**config.mk**
```make
export PLATFORM = sky130hd
export DESIGN_NAME = text_line_number_visualize_filter_flat
export DESIGN_NICKNAME = d
export VERILOG_FILES = /design/src/sv/tlnv_pkg.sv /design/src/sv/tlnv_if.sv /design/src/sv/text_line_number_visualize_filter.sv /design/src/sv/tlnv_front.sv /design/src/sv/tlnv_queue.sv /design/src/sv/tlnv_back.sv /design/src/flat_wrapper.sv
export VERILOG_INCLUDE_DIRS = /design/src /design/src/sv
export SDC_FILE = /design/constraint.sdc
export NUM_CORES = 1
export LEC_CHECK = 0
export BUFFER_PORTS_ARGS = -buffer_cell sky130_fd_sc_hd__buf_2
export CORE_UTILIZATION = 40
export DETAILED_ROUTE_END_ITERATION = 8
export GPL_ROUTABILITY_DRIVEN = 0
export GPL_TIMING_DRIVEN = 1
export HOLD_SLACK_MARGIN = 0.06
export PLACE_DENSITY = 0.53
export SYNTH_ARGS = -nofsm -noshare
export SYNTH_HDL_FRONTEND = slang
export SYNTH_HIERARCHICAL = 1
export SYNTH_SLANG_ARGS = --single-unit
```
**constraint.sdc**
```tcl
create_clock -name clk -period 12.3 [get_ports clk]
set_input_delay 1.23 -clock clk [delete_from_list [all_inputs] [get_ports clk]]
set_output_delay 1.23 -clock clk [all_outputs]
set_load 0.02 [all_outputs]
```
**src/sv/text_line_number_visualize_filter_macros.svh**
```systemverilog
// Assertion macros shared by the text display filter modules.
// Each macro expects signals named clk and rst_n in the using scope.
`ifndef TEXT_LINE_NUMBER_VISUALIZE_FILTER_MACROS_SVH
`define TEXT_LINE_NUMBER_VISUALIZE_FILTER_MACROS_SVH

// Condition must hold at every clock edge out of reset.
`define TLNV_ASSERT_ALWAYS(lbl, cond, msg) \
  lbl: assert property (@(posedge clk) disable iff (!rst_n) (cond)) else $error(msg);

// Antecedent implies consequent in the same cycle.
`define TLNV_ASSERT_IMP(lbl, ante, cons, msg) \
  lbl: assert property (@(posedge clk) disable iff (!rst_n) (ante) |-> (cons)) else $error(msg);

// Antecedent implies consequent in the next cycle.
`define TLNV_ASSERT_NEXT(lbl, ante, cons, msg) \
  lbl: assert property (@(posedge clk) disable iff (!rst_n) (ante) |=> (cons)) else $error(msg);

`endif

```
**src/sv/tlnv_pkg.sv**
```systemverilog
// Shared types and constants of the text display filter.
// No dependencies.
package tlnv_pkg;

  localparam int CFG_INDEX_W = 3;
  localparam int CFG_DATA_W  = 1;
  localparam int QUEUE_DEPTH = 2;

  // Configuration register indexes
  localparam logic [CFG_INDEX_W-1:0] CFG_NUMBER_ALL       = 3'd0;
  localparam logic [CFG_INDEX_W-1:0] CFG_NUMBER_NONBLANK  = 3'd1;
  localparam logic [CFG_INDEX_W-1:0] CFG_SQUEEZE_BLANK    = 3'd2;
  localparam logic [CFG_INDEX_W-1:0] CFG_SHOW_ENDS        = 3'd3;
  localparam logic [CFG_INDEX_W-1:0] CFG_SHOW_TABS        = 3'd4;
  localparam logic [CFG_INDEX_W-1:0] CFG_SHOW_NONPRINTING = 3'd5;

  // Character codes
  localparam logic [7:0] CH_TAB    = 8'd9;
  localparam logic [7:0] CH_NL     = 8'd10;
  localparam logic [7:0] CH_SPACE  = 8'd32;
  localparam logic [7:0] CH_DOLLAR = 8'd36;
  localparam logic [7:0] CH_ZERO   = 8'd48;
  localparam logic [7:0] CH_QMARK  = 8'd63;
  localparam logic [7:0] CH_CAP_I  = 8'd73;
  localparam logic [7:0] CH_CARET  = 8'd94;
  localparam logic [7:0] CH_DEL    = 8'd127;
  localparam logic [7:0] CTRL_BIAS = 8'd64;

  localparam logic [1:0] BLANK_MAX     = 2'd3;
  localparam logic [1:0] BLANK_SQUEEZE = 2'd2;
  localparam logic [3:0] DIGIT_NINE    = 4'd9;

  typedef struct packed {
    logic number_all;
    logic number_nonblank;
    logic squeeze_blank;
    logic show_ends;
    logic show_tabs;
    logic show_nonprinting;
  } tlnv_cfg_t;

  // Classified item: optional line number prefix, then one or two body bytes
  typedef struct packed {
    logic       num_en;
    logic       two;
    logic [7:0] b0;
    logic [7:0] b1;
  } tlnv_body_t;

endpackage

```
**src/sv/tlnv_if.sv**
```systemverilog
// Valid/ready channel interfaces of the text display filter.
// Input channel carries raw bytes, output channel carries display bytes.
interface tlnv_in_if;
  logic       valid;
  logic       ready;
  logic [7:0] data_byte;
  logic       first_of_file;

  modport source (output valid, data_byte, first_of_file, input ready);
  modport sink   (input valid, data_byte, first_of_file, output ready);
endinterface

interface tlnv_out_if;
  logic       valid;
  logic       ready;
  logic [7:0] out_byte;
  logic       last_of_run;

  modport source (output valid, out_byte, last_of_run, input ready);
  modport sink   (input valid, out_byte, last_of_run, output ready);
endinterface

```
**src/sv/text_line_number_visualize_filter.sv**
```systemverilog
// Top level of the text display filter (cat-style byte formatter).
// Depends on tlnv_pkg, tlnv_if, tlnv_front, tlnv_queue and tlnv_back.
//
// Usage:
//   in_ch  : raw text bytes (data_byte) with a first_of_file mark; an item is
//            taken at a clock edge with valid and ready both high.
//   out_ch : display bytes (out_byte); last_of_run flags the final byte made
//            from one input item. A squeezed blank line yields no bytes.
//   cfg_*  : write port for the six mode bits; write only while idle.
// The first output byte of an item passes through the two-entry queue, then
// the output register.
// Throughput: one output byte per cycle while out_ch.ready is high, set by
// the single serializer. A plain byte yields one output byte, so plain text
// flows at one item per cycle. A caret escape or a "$" line end yields two
// bytes; a numbered line start adds LINE_DIGITS + 1 bytes (number and TAB).
// Stall: while out_ch.ready is low the output byte holds; the queue absorbs
// up to two items, after which in_ch.ready drops.
// Reset (rst_n low, synchronous): modes clear to 0, previous byte becomes
// newline, blank run 0, line counter 1, queue and output empty.
module text_line_number_visualize_filter #(
  parameter int LINE_DIGITS = 6
) (
  input  logic                               clk,
  input  logic                               rst_n,
  tlnv_in_if.sink                            in_ch,
  tlnv_out_if.source                         out_ch,
  input  logic                               cfg_we,
  input  logic [tlnv_pkg::CFG_INDEX_W-1:0]   cfg_index,
  input  logic [tlnv_pkg::CFG_DATA_W-1:0]    cfg_wdata
);

  localparam int DIGITS_W = 4 * LINE_DIGITS;
  localparam int BODY_W   = $bits(tlnv_pkg::tlnv_body_t);
  localparam int DATA_W   = BODY_W + DIGITS_W;

  tlnv_pkg::tlnv_cfg_t  cfg_r, cfg_nxt;
  tlnv_pkg::tlnv_body_t push_body, head_body;
  logic [DIGITS_W-1:0]  push_digits, head_digits;
  logic [DATA_W-1:0]    push_data, head_data;
  logic                 accept, push, pop, head_valid, q_full;

  // Mode registers: only bit 0 of the write data matters
  always_comb begin
    cfg_nxt = cfg_r;
    if (cfg_we) begin
      case (cfg_index)
        tlnv_pkg::CFG_NUMBER_ALL:       cfg_nxt.number_all       = cfg_wdata[0];
        tlnv_pkg::CFG_NUMBER_NONBLANK:  cfg_nxt.number_nonblank  = cfg_wdata[0];
        tlnv_pkg::CFG_SQUEEZE_BLANK:    cfg_nxt.squeeze_blank    = cfg_wdata[0];
        tlnv_pkg::CFG_SHOW_ENDS:        cfg_nxt.show_ends        = cfg_wdata[0];
        tlnv_pkg::CFG_SHOW_TABS:        cfg_nxt.show_tabs        = cfg_wdata[0];
        tlnv_pkg::CFG_SHOW_NONPRINTING: cfg_nxt.show_nonprinting = cfg_wdata[0];
        default:                        cfg_nxt = cfg_r;
      endcase
    end
  end

  always_ff @(posedge clk) begin
    if (!rst_n) begin
      cfg_r <= '0;
    end else begin
      cfg_r <= cfg_nxt;
    end
  end

  // Take a new item whenever the queue has room
  assign in_ch.ready = !q_full;
  assign accept      = in_ch.valid && !q_full;

  tlnv_front #(
    .LINE_DIGITS (LINE_DIGITS)
  ) u_front (
    .clk           (clk),
    .rst_n         (rst_n),
    .cfg           (cfg_r),
    .accept        (accept),
    .data_byte     (in_ch.data_byte),
    .first_of_file (in_ch.first_of_file),
    .push          (push),
    .push_body     (push_body),
    .push_digits   (push_digits)
  );

  assign push_data = {push_body, push_digits};

  tlnv_queue #(
    .DATA_W (DATA_W)
  ) u_queue (
    .clk        (clk),
    .rst_n      (rst_n),
    .push       (push),
    .push_data  (push_data),
    .pop        (pop),
    .head_valid (head_valid),
    .head_data  (head_data),
    .full       (q_full)
  );

  // Split the queue head back into classification and counter snapshot
  assign head_body   = tlnv_pkg::tlnv_body_t'(head_data[DATA_W-1 -: BODY_W]);
  assign head_digits = head_data[DIGITS_W-1:0];

  tlnv_back #(
    .LINE_DIGITS (LINE_DIGITS)
  ) u_back (
    .clk         (clk),
    .rst_n       (rst_n),
    .head_valid  (head_valid),
    .head_body   (head_body),
    .head_digits (head_digits),
    .pop         (pop),
    .out_valid   (out_ch.valid),
    .out_ready   (out_ch.ready),
    .out_byte    (out_ch.out_byte),
    .last_of_run (out_ch.last_of_run)
  );

endmodule

```
**src/sv/tlnv_front.sv**
```systemverilog
// Front end: accepts raw bytes, keeps line state and the BCD line counter,
// classifies each kept byte into a queue entry. Depends on tlnv_pkg.
module tlnv_front #(
  parameter int LINE_DIGITS = 6
) (
  input  logic                       clk,
  input  logic                       rst_n,
  input  tlnv_pkg::tlnv_cfg_t        cfg,
  input  logic                       accept,
  input  logic [7:0]                 data_byte,
  input  logic                       first_of_file,
  output logic                       push,
  output tlnv_pkg::tlnv_body_t       push_body,
  output logic [4*LINE_DIGITS-1:0]   push_digits
);

  localparam int CNT_W = 4 * LINE_DIGITS;

  logic [7:0]       prev_r, prev_nxt, prev_eff;
  logic [1:0]       blank_r, blank_nxt;
  logic [CNT_W-1:0] cnt_r, cnt_nxt, cnt_eff, cnt_adv;
  logic             is_nl, keep, line_start;

  // Saturating BCD increment: a digit steps when all lower digits are nine
  always_comb begin
    logic       low9;
    logic [3:0] dig;
    low9    = 1'b1;
    cnt_adv = cnt_eff;
    for (int i = 0; i < LINE_DIGITS; i++) begin
      dig = cnt_eff[4*i +: 4];
      if (low9) begin
        cnt_adv[4*i +: 4] = (dig == tlnv_pkg::DIGIT_NINE) ? 4'd0 : dig + 4'd1;
      end
      low9 = low9 && (dig == tlnv_pkg::DIGIT_NINE);
    end
    if (low9) begin
      cnt_adv = cnt_eff;
    end
  end

  always_comb begin
    prev_eff = first_of_file ? tlnv_pkg::CH_NL : prev_r;
    cnt_eff  = first_of_file ? CNT_W'(1) : cnt_r;
    is_nl    = (data_byte == tlnv_pkg::CH_NL);

    if ((prev_eff == tlnv_pkg::CH_NL) && is_nl) begin
      blank_nxt = (blank_r == tlnv_pkg::BLANK_MAX) ? blank_r : blank_r + 2'd1;
    end else begin
      blank_nxt = 2'd0;
    end

    keep       = !cfg.squeeze_blank || (blank_nxt < tlnv_pkg::BLANK_SQUEEZE);
    line_start = keep && (prev_eff == tlnv_pkg::CH_NL) &&
                 !(is_nl && cfg.number_nonblank);
    cnt_nxt    = line_start ? cnt_adv : cnt_eff;
    prev_nxt   = data_byte;

    push_body.num_en = line_start && (cfg.number_all || cfg.number_nonblank);
    push_body.two    = 1'b0;
    push_body.b0     = data_byte;
    push_body.b1     = data_byte;
    if (cfg.show_ends && is_nl) begin
      push_body.two = 1'b1;
      push_body.b0  = tlnv_pkg::CH_DOLLAR;
      push_body.b1  = tlnv_pkg::CH_NL;
    end else if (cfg.show_tabs && (data_byte == tlnv_pkg::CH_TAB)) begin
      push_body.two = 1'b1;
      push_body.b0  = tlnv_pkg::CH_CARET;
      push_body.b1  = tlnv_pkg::CH_CAP_I;
    end else if (cfg.show_nonprinting && (data_byte inside {[8'd0:8'd31]}) &&
                 !is_nl && (data_byte != tlnv_pkg::CH_TAB)) begin
      push_body.two = 1'b1;
      push_body.b0  = tlnv_pkg::CH_CARET;
      push_body.b1  = data_byte + tlnv_pkg::CTRL_BIAS;
    end else if (cfg.show_nonprinting && (data_byte == tlnv_pkg::CH_DEL)) begin
      push_body.two = 1'b1;
      push_body.b0  = tlnv_pkg::CH_CARET;
      push_body.b1  = tlnv_pkg::CH_QMARK;
    end

    push_digits = cnt_eff;
    push        = accept && keep;
  end

  always_ff @(posedge clk) begin
    if (!rst_n) begin
      prev_r  <= tlnv_pkg::CH_NL;
      blank_r <= 2'd0;
      cnt_r   <= CNT_W'(1);
    end else if (accept) begin
      prev_r  <= prev_nxt;
      blank_r <= blank_nxt;
      cnt_r   <= cnt_nxt;
    end
  end

endmodule

```
**src/sv/tlnv_queue.sv**
```systemverilog
// Short queue between front end and serializer.
// Depends on tlnv_pkg and the assertion macro header.
`include "text_line_number_visualize_filter_macros.svh"

module tlnv_queue #(
  parameter int DATA_W = 42
) (
  input  logic              clk,
  input  logic              rst_n,
  input  logic              push,
  input  logic [DATA_W-1:0] push_data,
  input  logic              pop,
  output logic              head_valid,
  output logic [DATA_W-1:0] head_data,
  output logic              full
);

  localparam int DEPTH = tlnv_pkg::QUEUE_DEPTH;
  localparam int PTR_W = (DEPTH > 1) ? $clog2(DEPTH) : 1;
  localparam int CNT_W = $clog2(DEPTH + 1);

  logic [DATA_W-1:0] mem_r [DEPTH];
  logic [PTR_W-1:0]  wr_ptr_r, wr_ptr_nxt, rd_ptr_r, rd_ptr_nxt;
  logic [CNT_W-1:0]  count_r, count_nxt;

  always_comb begin
    wr_ptr_nxt = wr_ptr_r;
    rd_ptr_nxt = rd_ptr_r;
    count_nxt  = count_r;
    if (push) begin
      wr_ptr_nxt = (wr_ptr_r == PTR_W'(DEPTH - 1)) ? '0 : wr_ptr_r + 1'b1;
    end
    if (pop) begin
      rd_ptr_nxt = (rd_ptr_r == PTR_W'(DEPTH - 1)) ? '0 : rd_ptr_r + 1'b1;
    end
    if (push && !pop) begin
      count_nxt = count_r + 1'b1;
    end else if (pop && !push) begin
      count_nxt = count_r - 1'b1;
    end
  end

  assign head_valid = (count_r != '0);
  assign head_data  = mem_r[rd_ptr_r];
  assign full       = (count_r == CNT_W'(DEPTH));

  always_ff @(posedge clk) begin
    if (!rst_n) begin
      wr_ptr_r <= '0;
      rd_ptr_r <= '0;
      count_r  <= '0;
    end else begin
      wr_ptr_r <= wr_ptr_nxt;
      rd_ptr_r <= rd_ptr_nxt;
      count_r  <= count_nxt;
    end
  end

  always_ff @(posedge clk) begin
    if (push) begin
      mem_r[wr_ptr_r] <= push_data;
    end
  end

  `TLNV_ASSERT_ALWAYS(a_count_bound, count_r <= CNT_W'(DEPTH), "queue count above depth")
  `TLNV_ASSERT_IMP(a_pop_nonempty, pop, count_r != '0, "pop from empty queue")
  `TLNV_ASSERT_IMP(a_push_room, push, !full || pop, "push into full queue")

endmodule

```
**src/sv/tlnv_back.sv**
```systemverilog
// Back end: walks one queue entry a byte per cycle, while the output is not stalled, into the output register.
// Depends on tlnv_pkg and the assertion macro header.
`include "text_line_number_visualize_filter_macros.svh"

module tlnv_back #(
  parameter int LINE_DIGITS = 6
) (
  input  logic                     clk,
  input  logic                     rst_n,
  input  logic                     head_valid,
  input  tlnv_pkg::tlnv_body_t     head_body,
  input  logic [4*LINE_DIGITS-1:0] head_digits,
  output logic                     pop,
  output logic                     out_valid,
  input  logic                     out_ready,
  output logic [7:0]               out_byte,
  output logic                     last_of_run
);

  localparam int POS_W = $clog2(LINE_DIGITS + 3);
  localparam int DIG_W = $clog2(LINE_DIGITS);

  logic [POS_W-1:0] step_r, step_nxt, pos, last_pos;
  logic [DIG_W-1:0] dig_idx;
  logic [3:0]       digit;
  logic             lead_r, lead_nxt, lead_in, lead_now;
  logic             is_last, load, in_digits;
  logic             out_valid_r, out_valid_nxt, last_r;
  logic [7:0]       byte_r, byte_nxt;

  always_comb begin
    pos       = head_body.num_en ? step_r : step_r + POS_W'(LINE_DIGITS + 1);
    last_pos  = head_body.two ? POS_W'(LINE_DIGITS + 2) : POS_W'(LINE_DIGITS + 1);
    is_last   = (pos == last_pos);
    in_digits = (pos < POS_W'(LINE_DIGITS));
    dig_idx   = DIG_W'(POS_W'(LINE_DIGITS - 1) - pos);
    digit     = head_digits[{dig_idx, 2'b00} +: 4];
    lead_in   = (pos == '0) ? 1'b1 : lead_r;
    lead_now  = lead_in && (digit == 4'd0) && (dig_idx != '0);

    if (in_digits) begin
      byte_nxt = lead_now ? tlnv_pkg::CH_SPACE : tlnv_pkg::CH_ZERO + {4'd0, digit};
    end else if (pos == POS_W'(LINE_DIGITS)) begin
      byte_nxt = tlnv_pkg::CH_TAB;
    end else if (pos == POS_W'(LINE_DIGITS + 1)) begin
      byte_nxt = head_body.b0;
    end else begin
      byte_nxt = head_body.b1;
    end

    load = head_valid && (!out_valid_r || out_ready);
    pop  = load && is_last;

    step_nxt = step_r;
    lead_nxt = lead_r;
    if (load) begin
      step_nxt = is_last ? '0 : step_r + 1'b1;
      if (in_digits) begin
        lead_nxt = lead_now;
      end
    end
    out_valid_nxt = load ? 1'b1 : (out_ready ? 1'b0 : out_valid_r);
  end

  always_ff @(posedge clk) begin
    if (!rst_n) begin
      step_r      <= '0;
      out_valid_r <= 1'b0;
    end else begin
      step_r      <= step_nxt;
      out_valid_r <= out_valid_nxt;
    end
  end

  always_ff @(posedge clk) begin
    lead_r <= lead_nxt;
    if (load) begin
      byte_r <= byte_nxt;
      last_r <= is_last;
    end
  end

  assign out_valid   = out_valid_r;
  assign out_byte    = byte_r;
  assign last_of_run = last_r;

  `TLNV_ASSERT_ALWAYS(a_step_bound, step_r <= POS_W'(LINE_DIGITS + 2), "step past entry")
  `TLNV_ASSERT_IMP(a_mid_entry_head, step_r != '0, head_valid, "entry vanished mid way")
  `TLNV_ASSERT_NEXT(a_last_rewinds, load && is_last, step_r == '0, "step not rewound")

endmodule
```
**src/flat_wrapper.sv**
```systemverilog
// flat-port wrapper written by rule: the top's interface ports become plain ports
module text_line_number_visualize_filter_flat 
#(
  parameter int LINE_DIGITS = 6
)
  (clk, rst_n, cfg_we, cfg_index, cfg_wdata, in_ch_valid, in_ch_data_byte, in_ch_first_of_file, in_ch_ready, out_ch_valid, out_ch_out_byte, out_ch_last_of_run, out_ch_ready);
  tlnv_in_if in_ch_i ();
  tlnv_out_if out_ch_i ();
  input  logic clk;
  input  logic rst_n;
  input  logic cfg_we;
  input  logic [tlnv_pkg::CFG_INDEX_W-1:0] cfg_index;
  input  logic [tlnv_pkg::CFG_DATA_W-1:0] cfg_wdata;
  input wire logic [$bits(in_ch_i.valid)-1:0] in_ch_valid;
  input wire logic [$bits(in_ch_i.data_byte)-1:0] in_ch_data_byte;
  input wire logic [$bits(in_ch_i.first_of_file)-1:0] in_ch_first_of_file;
  output wire logic [$bits(in_ch_i.ready)-1:0] in_ch_ready;
  output wire logic [$bits(out_ch_i.valid)-1:0] out_ch_valid;
  output wire logic [$bits(out_ch_i.out_byte)-1:0] out_ch_out_byte;
  output wire logic [$bits(out_ch_i.last_of_run)-1:0] out_ch_last_of_run;
  input wire logic [$bits(out_ch_i.ready)-1:0] out_ch_ready;
  assign in_ch_i.valid = in_ch_valid;
  assign in_ch_i.data_byte = in_ch_data_byte;
  assign in_ch_i.first_of_file = in_ch_first_of_file;
  assign in_ch_ready = in_ch_i.ready;
  assign out_ch_valid = out_ch_i.valid;
  assign out_ch_out_byte = out_ch_i.out_byte;
  assign out_ch_last_of_run = out_ch_i.last_of_run;
  assign out_ch_i.ready = out_ch_ready;
  text_line_number_visualize_filter #(.LINE_DIGITS(LINE_DIGITS)) u_core (.clk(clk), .rst_n(rst_n), .in_ch(in_ch_i), .out_ch(out_ch_i), .cfg_we(cfg_we), .cfg_index(cfg_index), .cfg_wdata(cfg_wdata));
endmodule
```
## Word-level counts from Yosys, hierarchy flattened

Memories as Yosys holds them, arrays and structs flattened. A register that Yosys moved wholly into a read port is not among the register bits.
Cells that the tools add are included.

| word-level totals | value |
|---|---|
| logic and storage cells | 148 |
| memory bits (writable) | 84 |
| memories kept | 1 |
| input port bits | 18 |
| output and inout bits | 11 |
| register bits | 59 |

| cells by class | value |
|---|---|
| reduce and logical (&&, ||, !) cells | 49 |
| shift operators | 1 |
| order comparisons | 4 |
| muxes and demuxes | 39 |
| add/subtract/negate cells | 16 |
| eq/ne operators | 21 |

Memory list:

| name | words | bits a word | read ports | clocked after Yosys merged registers in | write ports | line | text |
|---|---|---|---|---|---|---|---|
| u_core.u_queue.mem_r | 2 | 42 | 1 | 1 | 1 | tlnv_queue.sv:22 | `logic [DATA_W-1:0] mem_r [DEPTH];` |

Operators by type and width:

| cell | number |
|---|---|
| $mux W24 | 3 |
| $mux W17 | 4 |
| $mux W4 | 14 |
| $mux W8 | 4 |
| $add A4 B1 Y4 const B | 7 |
| $logic_and A1 B1 Y1 | 25 |
| $eq A4 B4 Y1 const B | 6 |
| $eq A8 B4 Y1 const B | 3 |
| $shiftx A24 B6 Y4 | 1 |
| $reduce_and A2 Y1 | 7 |
| $mux W1 | 9 |
| $add A8 B7 Y8 const B | 1 |
| $eq A4 B3 Y1 const B | 2 |
| $eq A8 B7 Y1 const B | 1 |
| $ge A8 B1 Y1 const B | 1 |
| $le A8 B5 Y1 const B | 1 |
| $logic_not A4 Y1 | 2 |
| $mux W2 | 4 |
| $ne A8 B4 Y1 const B | 1 |
| $add A6 B4 Y7 const A | 1 |
| $logic_not A1 Y1 | 7 |
| $mux W7 | 1 |
| $eq A3 B2 Y1 const B | 2 |
| $eq A3 B3 Y1 const B | 2 |
| other kinds (14) | 21 |

## Depth between registers and ports, before layout

Gate-level depths: netlist of run 1.

| logic depth | value |
|---|---|
| word-level depth | 11 |
| mapped depth | 15 |
| mapped depth without buffers | 12 |

## Cells and area by module

Netlist of run 1, hierarchy kept.

By module, submodules not included:

| module | cells each | instances | area an instance (um2) |
|---|---|---|---|
| tlnv_queue | 153 | 1 | 3251.9 |
| tlnv_front | 337 | 1 | 2558.7 |
| tlnv_back | 140 | 1 | 1327.5 |
| text_line_number_visualize_filter | 27 | 1 | 290.3 |

## Worst setup path before layout of run 1

OpenSTA, ideal clock, no wires.

| path | value |
|---|---|
| path type | in2reg |
| from | input in_ch_valid |
| to | memory u_core.u_queue.mem_r[0][0], enable pin |
| arrival time | 4112 ps |
| cell stages on the path | 5 |
| setup time | 448 ps |
| setup slack | 7741 ps |
| cells stage by stage | nor2b_1 -> inv_1 -> clkbuf_1 -> a31oi_1 -> nor2b_1 |

| on the way | value |
|---|---|
| word-level cells in the longest chain between the ends | 4 |

Ends and longest elaborated chain:

| item | line | text |
|---|---|---|
| start, declared | flat_wrapper.sv:14 | `input wire logic [$bits(in_ch_i.valid)-1:0] in_ch_valid;` |
| $logic_and A1 B1 Y1 | text_line_number_visualize_filter.sv:68 | `assign accept = in_ch.valid && !q_full;` |
| $logic_and A1 B1 Y1 | tlnv_front.sv:83 | `push = accept && keep;` |
| named net u_core.push | text_line_number_visualize_filter.sv:40 | `logic accept, push, pop, head_valid, q_full;` |
| $mux W1 | tlnv_queue.sv:60 | `if (push) begin` |
| $mux W1 (not written as such) | tlnv_queue.sv:61 | `mem_r[wr_ptr_r] <= push_data;` |
| end, declared | tlnv_queue.sv:22 |  |

The timed path passes the listed nets, and every way through them passes these cells.

## Worst setup path after layout of run 1

| path | value |
|---|---|
| from | register u_core.u_back.step_r[0] |
| to | register u_core.u_queue.count_r[1] |

| on the way | value |
|---|---|
| word-level cells in the longest chain between the ends | 7 |
| elaborated cells on any way between the ends | 9 |

Ends and longest elaborated chain:

| item | line | text |
|---|---|---|
| start, declared | tlnv_back.sv:23 | `logic [POS_W-1:0] step_r, step_nxt, pos, last_pos;` |
| start signal, assigned | tlnv_back.sv:70 | `step_r <= step_nxt;` |
| $add A4 B3 Y4 | tlnv_back.sv:32 | `pos = head_body.num_en ? step_r : step_r + POS_W'(LINE_DIGITS + 1);` |
| $mux W4 (*) | tlnv_back.sv:32 |  |
| $eq A4 B4 Y1 (*) | tlnv_back.sv:34 | `is_last = (pos == last_pos);` |
| $logic_and A1 B1 Y1 (*) | tlnv_back.sv:52 | `pop = load && is_last;` |
| named net u_core.pop | text_line_number_visualize_filter.sv:40 |  |
| $logic_not A1 Y1 | tlnv_queue.sv:36 | `if (push && !pop) begin` |
| $logic_and A1 B1 Y1 | tlnv_queue.sv:36 |  |
| $mux W2 / $reduce_bool A2 Y1 (equally long branches) | -- |  |
| end signal, assigned | tlnv_queue.sv:55 | `count_r <= count_nxt;` |
| end, declared | tlnv_queue.sv:24 | `logic [CNT_W-1:0] count_r, count_nxt;` |

Mark *: on every way through the listed nets, which the timed path passes. The rest lies on a longest branch.
A chain may end at the register's enable or synchronous reset.

==> impl_metrics.ini, run 1 <==
[power]
p_per_area_mw_per_mm2 = 202
p_leak_nw = 2.94
vdd_drop_max_mv = 0.117

[synthesis]
synthCells = 657
syn_area_per_cell_um2 = 11.3
ys_warn_count = 6
synth-edff-count = 94
syn_nets = 682
synth_cell_type_count = 82
synth-async-reset-ratio_pct = 0
ys.flop_type = edfxtp_1
synth_area_mm2 = 0.00743
synth-seq-cells = 144
seq_area_frac_synth_pct = 51.5

[route]
wl_per_cell_um = 18.8
ant_nets = 0
routed_wl_um = 17100
wl_met2_um = 7690
vias_per_cell = 5.63
dr.pass1.iters = 8
met1_length_um = 8490
wl_met3_um = 694
vias = 5150
top_layer_used = met4
drc_errors = 2
initialDrtViolationCount = 456

[floorplanning]
die_x_um = 138
core_area_mm2 = 0.0181
io_pins = 29
die_height_um = 138
rows = 49
die_area_mm2 = 0.0191
initial_core_util_pct = 41.1

[sta]
period_share_pct = 34.3
setup-tns-final_ns = 0
max_slew_margin_pct = 31.0
worst_slew_pin_slew_ns = 1.04
hold_violations = 0
fin_skew_ns = 0.00944
clock.fmax_mhz = 237
report.final.slew_viol_count = 0
rsz0062_at_grt = no
fin_crit_ns = 4.22
setup_viol = 0

[worst_setup_path]
crit_start = u_core/u_back/step_r[0]$_SDFFE_PN0P_
rrSetupSlack_ns = 8.08
cp-endpoint = u_core/u_queue/count_r[1]$_SDFFE_PN0P_
rr_startpoint = u_core/u_back/step_r[0]$_SDFFE_PN0P_
cp.required_ns = 12.65
cp-end-kind = flop
critPathKind = flop to flop
r2r-end = u_core/u_queue/count_r[1]$_SDFFE_PN0P_
rr_worst_depth = 11
crit_fanout = 12
cp.arrival_ns = 4.58
cp-start-kind = flop

[cells_and_area]
area_delta_synth_final_pct = 11.3
drive_gt1_share_pct = 20.0
design_area_mm2 = 0.00827
final_common_cell = edfxtp_1
fin_nets = 697
diodes = 0
final-seq-area_mm2 = 0.00382
finalNonFillerCells = 914
fillCellCount = 1657
final_cell_mix = edfxtp_1, nand2_1, dfxtp_1
multi_input_area_mm2 = 0.00333

[placement]
port_buffers = 28
dp_cells = 882
place_hpwl_um = 11900
placed_cell_area_mm2 = 0.00771

[grt]
first_global_vias = 4949
grt_pass1_wl_um = 27000
grt_use_total_pct = 18.4
grt_max_degree = 44
overflow = 0
antenna_found_initial = 0

[clock_network]
clock_latency_ns = 0.43
hold_buffers = 0
cts_tree = yes
htree_num_levels = 4
path_clk_slew_ns = 0.06
cts_inserted_buffers = 17
postCtsSetupRepairBufs = 0
cts_sinks = 144
clk_path_buf_depth = 2
cts_resized = 0
root_buffer = clkbuf_16

[job]
cap_violations = 0

[run_status]
status = finished with violations
violations = DRC

[worst_hold_path]
hp-class = flop to flop
through the flow:
stage	hold slack [ns]	total power, mW	worst slack (ns)	util [%]
floorplan	0.433	1.06	7.74	-
CTS	0.470	1.68	8.08	45.7
global route	0.500	1.75	7.81	45.7
detailed placement	0.458	1.19	8.09	42.6
global placement	0.446	1.18	8.21	42.6
finish	0.468	1.67	8.08	45.7
registers in the layout (all words and copies together), names as in the netlist, 2 cells and up, named ones only:
signal and flops:
u_core/cfg_r 6, u_core/u_back/out_byte 8, u_core/u_back/step_r 4, u_core/u_front/blank_r 2
u_core/u_front/cnt_r 24, u_core/u_front/prev_r 8, u_core/u_queue/count_r 2, u_core/u_queue/mem_r 84
area by class of cell:
cell class                      instances  area share, %
Clock buffer                           17           5.15
Clock inverter                         15           1.62
Inverter                               24           1.09
Multi-Input combinational cell        453           40.3
Sequential cell                       144           46.3
Tap cell                              229           3.47
Timing Repair Buffer                   32           2.06
power breakdown:
| part | internal (mW) | total (mW) | switching (mW) |
|---|---|---|---|
| Clock | 0.279 | 0.486 | 0.207 |
| Sequential | 0.615 | 0.646 | 0.0307 |
| Combinational | 0.213 | 0.535 | 0.322 |
kinds of logic after synthesis:
family	after synthesis	share of synthesized area, %
compound gates	110	10.6
xor+xnor	10	1.18
fa+ha+maj	7	1.18
buf+inv	60	3.79
flops	144	51.5
mux	86	13.1
simple gates	240	18.7
worst min path at each step:
stage | startpoint | endpoint | slack (ns) | cells after the start
floorplan | u_core/u_front/prev_r[1]$_SDFFE_PN1P_ | u_core/u_front/prev_r[1]$_SDFFE_PN1P_ | 0.43 | 2
global placement | u_core/u_front/prev_r[1]$_SDFFE_PN1P_ | u_core/u_front/prev_r[1]$_SDFFE_PN1P_ | 0.45 | 2
detailed placement | u_core/u_front/prev_r[1]$_SDFFE_PN1P_ | u_core/u_front/prev_r[1]$_SDFFE_PN1P_ | 0.46 | 2
CTS | u_core/cfg_r[5]$_SDFFE_PN0P_ | u_core/cfg_r[5]$_SDFFE_PN0P_ | 0.47 | 2
global route | u_core/u_front/cnt_r[16]$_SDFFE_PN0P_ | u_core/u_front/cnt_r[16]$_SDFFE_PN0P_ | 0.50 | 2
finish | u_core/cfg_r[5]$_SDFFE_PN0P_ | u_core/cfg_r[5]$_SDFFE_PN0P_ | 0.47 | 2
Yosys cell counts, types with 5 or more instances:
cell / count / share of area [%]
mux2_2: 45 / 6.8
nand2_1: 58 / 2.9
nor2_1: 34 / 1.7
xnor2_1: 6 / 0.71
dfxtp_1: 50 / 13
or2_2: 5 / 0.42
o22ai_1: 5 / 0.42
o21a_1: 11 / 1.1
buf_2: 5 / 0.34
o21ai_0: 15 / 1.0
a21oi_1: 22 / 1.5
mux2i_1: 35 / 4.7
nor3_1: 11 / 0.74
clkbuf_1: 21 / 1.1
inv_1: 23 / 1.2
nor4_1: 7 / 0.59
ha_1: 7 / 1.2
and2_1: 13 / 1.1
a31oi_1: 7 / 0.59
nor2b_1: 26 / 2.2
and3_1: 5 / 0.42
or4_1: 7 / 0.71
nand3_1: 14 / 0.94
buf_4: 5 / 0.51
nor4b_1: 5 / 0.59
nand2b_1: 13 / 1.1
nand4_1: 9 / 0.76
edfxtp_1: 94 / 38
metal layers:
layer / track usage, % / vias to the layer above
li1: - / 2491
met1: 26.2 / 2507
met2: 28.0 / 126
met3: 3.46 / 26
met4: 6.51 / 0
met5: 0 / -
critical path: stages, from the launching register on:
cell and delay, ns:
dfxtp_1 0.56, clkinv_1 0.34, ha_1 0.61, nor4b_4 0.34, a31oi_2 0.10, or4_1 0.74, or2_4 0.32, a21oi_4 0.22
inv_1 0.09, ha_1 0.33, or3_1 0.36, a21boi_1 0.14
Power figures use the tool's default switching activity.
==> inputs of run 2 (changes only) <==
Clock period 12.3 ns to 3.9 ns, I/O delays scaled along.
==> impl_metrics.ini, run 2 (synthesized netlist as in run 1, its figures left out) <==
[route]
initialDrtViolationCount = 397
vias_per_cell = 5.67
drc_errors = 4
wl_per_cell_um = 18.8
vias = 5230
routed_wl_um = 17300
dr.pass1.iters = 9
ant_nets = 0

[run_status]
violations = DRC
status = finished with violations

[power]
p_per_area_mw_per_mm2 = 639
p_leak_nw = 2.99
vdd_drop_max_mv = 0.378
power_mw = 5.34

[sta]
setup-tns-final_ns = 0
worst_slew_pin_slew_ns = 1.09
fin_skew_ns = 0.0145
setup_viol = 0
rsz0062_at_grt = no
whs_ns = 0.205
period_share_pct = 91.9
max_slew_margin_pct = 27.2
clock.fmax_mhz = 279
hold_violations = 0
fin_crit_ns = 3.58
setup_slack_ns = 0.318
report.final.slew_viol_count = 0

[worst_setup_path]
critPathKind = flop to flop
crit_start = u_core/u_back/step_r[0]$_SDFFE_PN0P_
cp-endpoint = u_core/u_queue/count_r[1]$_SDFFE_PN0P_
cp.arrival_ns = 3.94
crit_fanout = 8
r2r-end = u_core/u_queue/count_r[1]$_SDFFE_PN0P_
cp.required_ns = 4.25
slowest_stage = or4_1
rrSetupSlack_ns = 0.32
worst_path_largest_cell_delay_ns = 0.56
cpMostUsedCell = ha_1
rr_startpoint = u_core/u_back/step_r[0]$_SDFFE_PN0P_
cp_cell_sequence = clkinv_1 > ha_1 > nor4b_4 > a31oi_2 > or4_1 > buf_4 > or2_4 > a21oi_4 > inv_1 > ha_1 > or3_1 > a21boi_1
rr_worst_depth = 12
cp-end-kind = flop
cp-start-kind = flop

[cells_and_area]
final_cell_mix = edfxtp_1, nand2_1, dfxtp_1
design_area_mm2 = 0.00835
top_register = u_core/u_queue/mem_r
fillCellCount = 1637
finish.utilization_pct = 46.2
reg.largest.list = u_core/u_queue/mem_r: 84 flops, u_core/u_front/cnt_r: 24 flops
finalNonFillerCells = 923
final_common_cell = edfxtp_1
fin_nets = 706
largest_reg_flops = 84
diodes = 0
drive_gt1_share_pct = 21.0
area_delta_synth_final_pct = 12.4

[placement]
placed_cell_area_mm2 = 0.00779
place_hpwl_um = 12000
port_buffers = 28
dp_slack_ns = 0.321
dp_cells = 891

[clock_network]
clk_path_buf_depth = 2
hold_buffers = 0
root_buffer = clkbuf_16
postCtsSetupRepairBufs = 0
cts_tree = yes
cts_resized = 0
clock_latency_ns = 0.43
cts_inserted_buffers = 17
cts_sinks = 144
path_clk_slew_ns = 0.07
htree_num_levels = 4

[floorplanning]
core_area_mm2 = 0.0181
die_height_um = 138
die_area_mm2 = 0.0191
rows = 49
initial_core_util_pct = 41.1
io_pins = 29
die_x_um = 138

[job]
cap_violations = 0

[grt]
antenna_found_initial = 0
grt_max_degree = 43
overflow = 0
first_global_vias = 5087
grt_use_total_pct = 18.8
grt_pass1_wl_um = 27600

[worst_hold_path]
hp-class = input pin to flop
run 2: final cells by class:
| type | count | area [um2] | share of cell area [%] |
|---|---|---|---|
| inverter | 24 | 90.1 | 1.08 |
| clock buffer | 19 | 433 | 5.18 |
| multi-input combinational | 453 | 3330 | 39.9 |
| sequential | 144 | 3820 | 45.8 |
| tap | 229 | 287 | 3.43 |
| timing repair buffer | 41 | 250 | 3.00 |
| clock inverter | 13 | 133 | 1.59 |
run 2: worst max-delay path: cells and delay by family, from the launching register on:
kind	cells	cell delay (ns)
DFF	1	0.33
adders and majority gates	2	0.76
AOI/OAI and AO/OA	3	0.49
buffers and inverters	3	0.49
and+or+nand+nor	4	1.46
run 2: power by group:
group / switching [mW] / internal (mW) / leakage, nW / total [mW]
Sequential: 0.0791 / 1.94 / 1.31 / 2.02
Combinational: 1.06 / 0.712 / 1.41 / 1.77
Clock: 0.660 / 0.888 / 0.269 / 1.55
Total: 1.80 / 3.54 / 2.99 / 5.34
run 2: metal layers:
| layer | vias up | global-route usage [%] | routed length (um) |
|---|---|---|---|
| met5 | - | 0 | 0 |
| met4 | 0 | 7.63 | 380 |
| met3 | 28 | 3.88 | 807 |
| met2 | 135 | 28.9 | 7800 |
| met1 | 2550 | 25.9 | 8340 |
| li1 | 2517 | - | - |
run 2: how the worst min path moves through the flow:
stage / start / cells past startpoint / endpoint
floorplan: u_core/u_front/prev_r[1]$_SDFFE_PN1P_ / 2 / u_core/u_front/prev_r[1]$_SDFFE_PN1P_
global placement: u_core/u_front/prev_r[3]$_SDFFE_PN1P_ / 2 / u_core/u_front/prev_r[3]$_SDFFE_PN1P_
detailed placement: u_core/u_front/prev_r[3]$_SDFFE_PN1P_ / 2 / u_core/u_front/prev_r[3]$_SDFFE_PN1P_
CTS: in_ch_data_byte[7] / 3 / u_core/u_front/prev_r[7]$_SDFFE_PN0P_
global route: in_ch_data_byte[7] / 3 / u_core/u_front/prev_r[7]$_SDFFE_PN0P_
finish: in_ch_data_byte[7] / 3 / u_core/u_front/prev_r[7]$_SDFFE_PN0P_
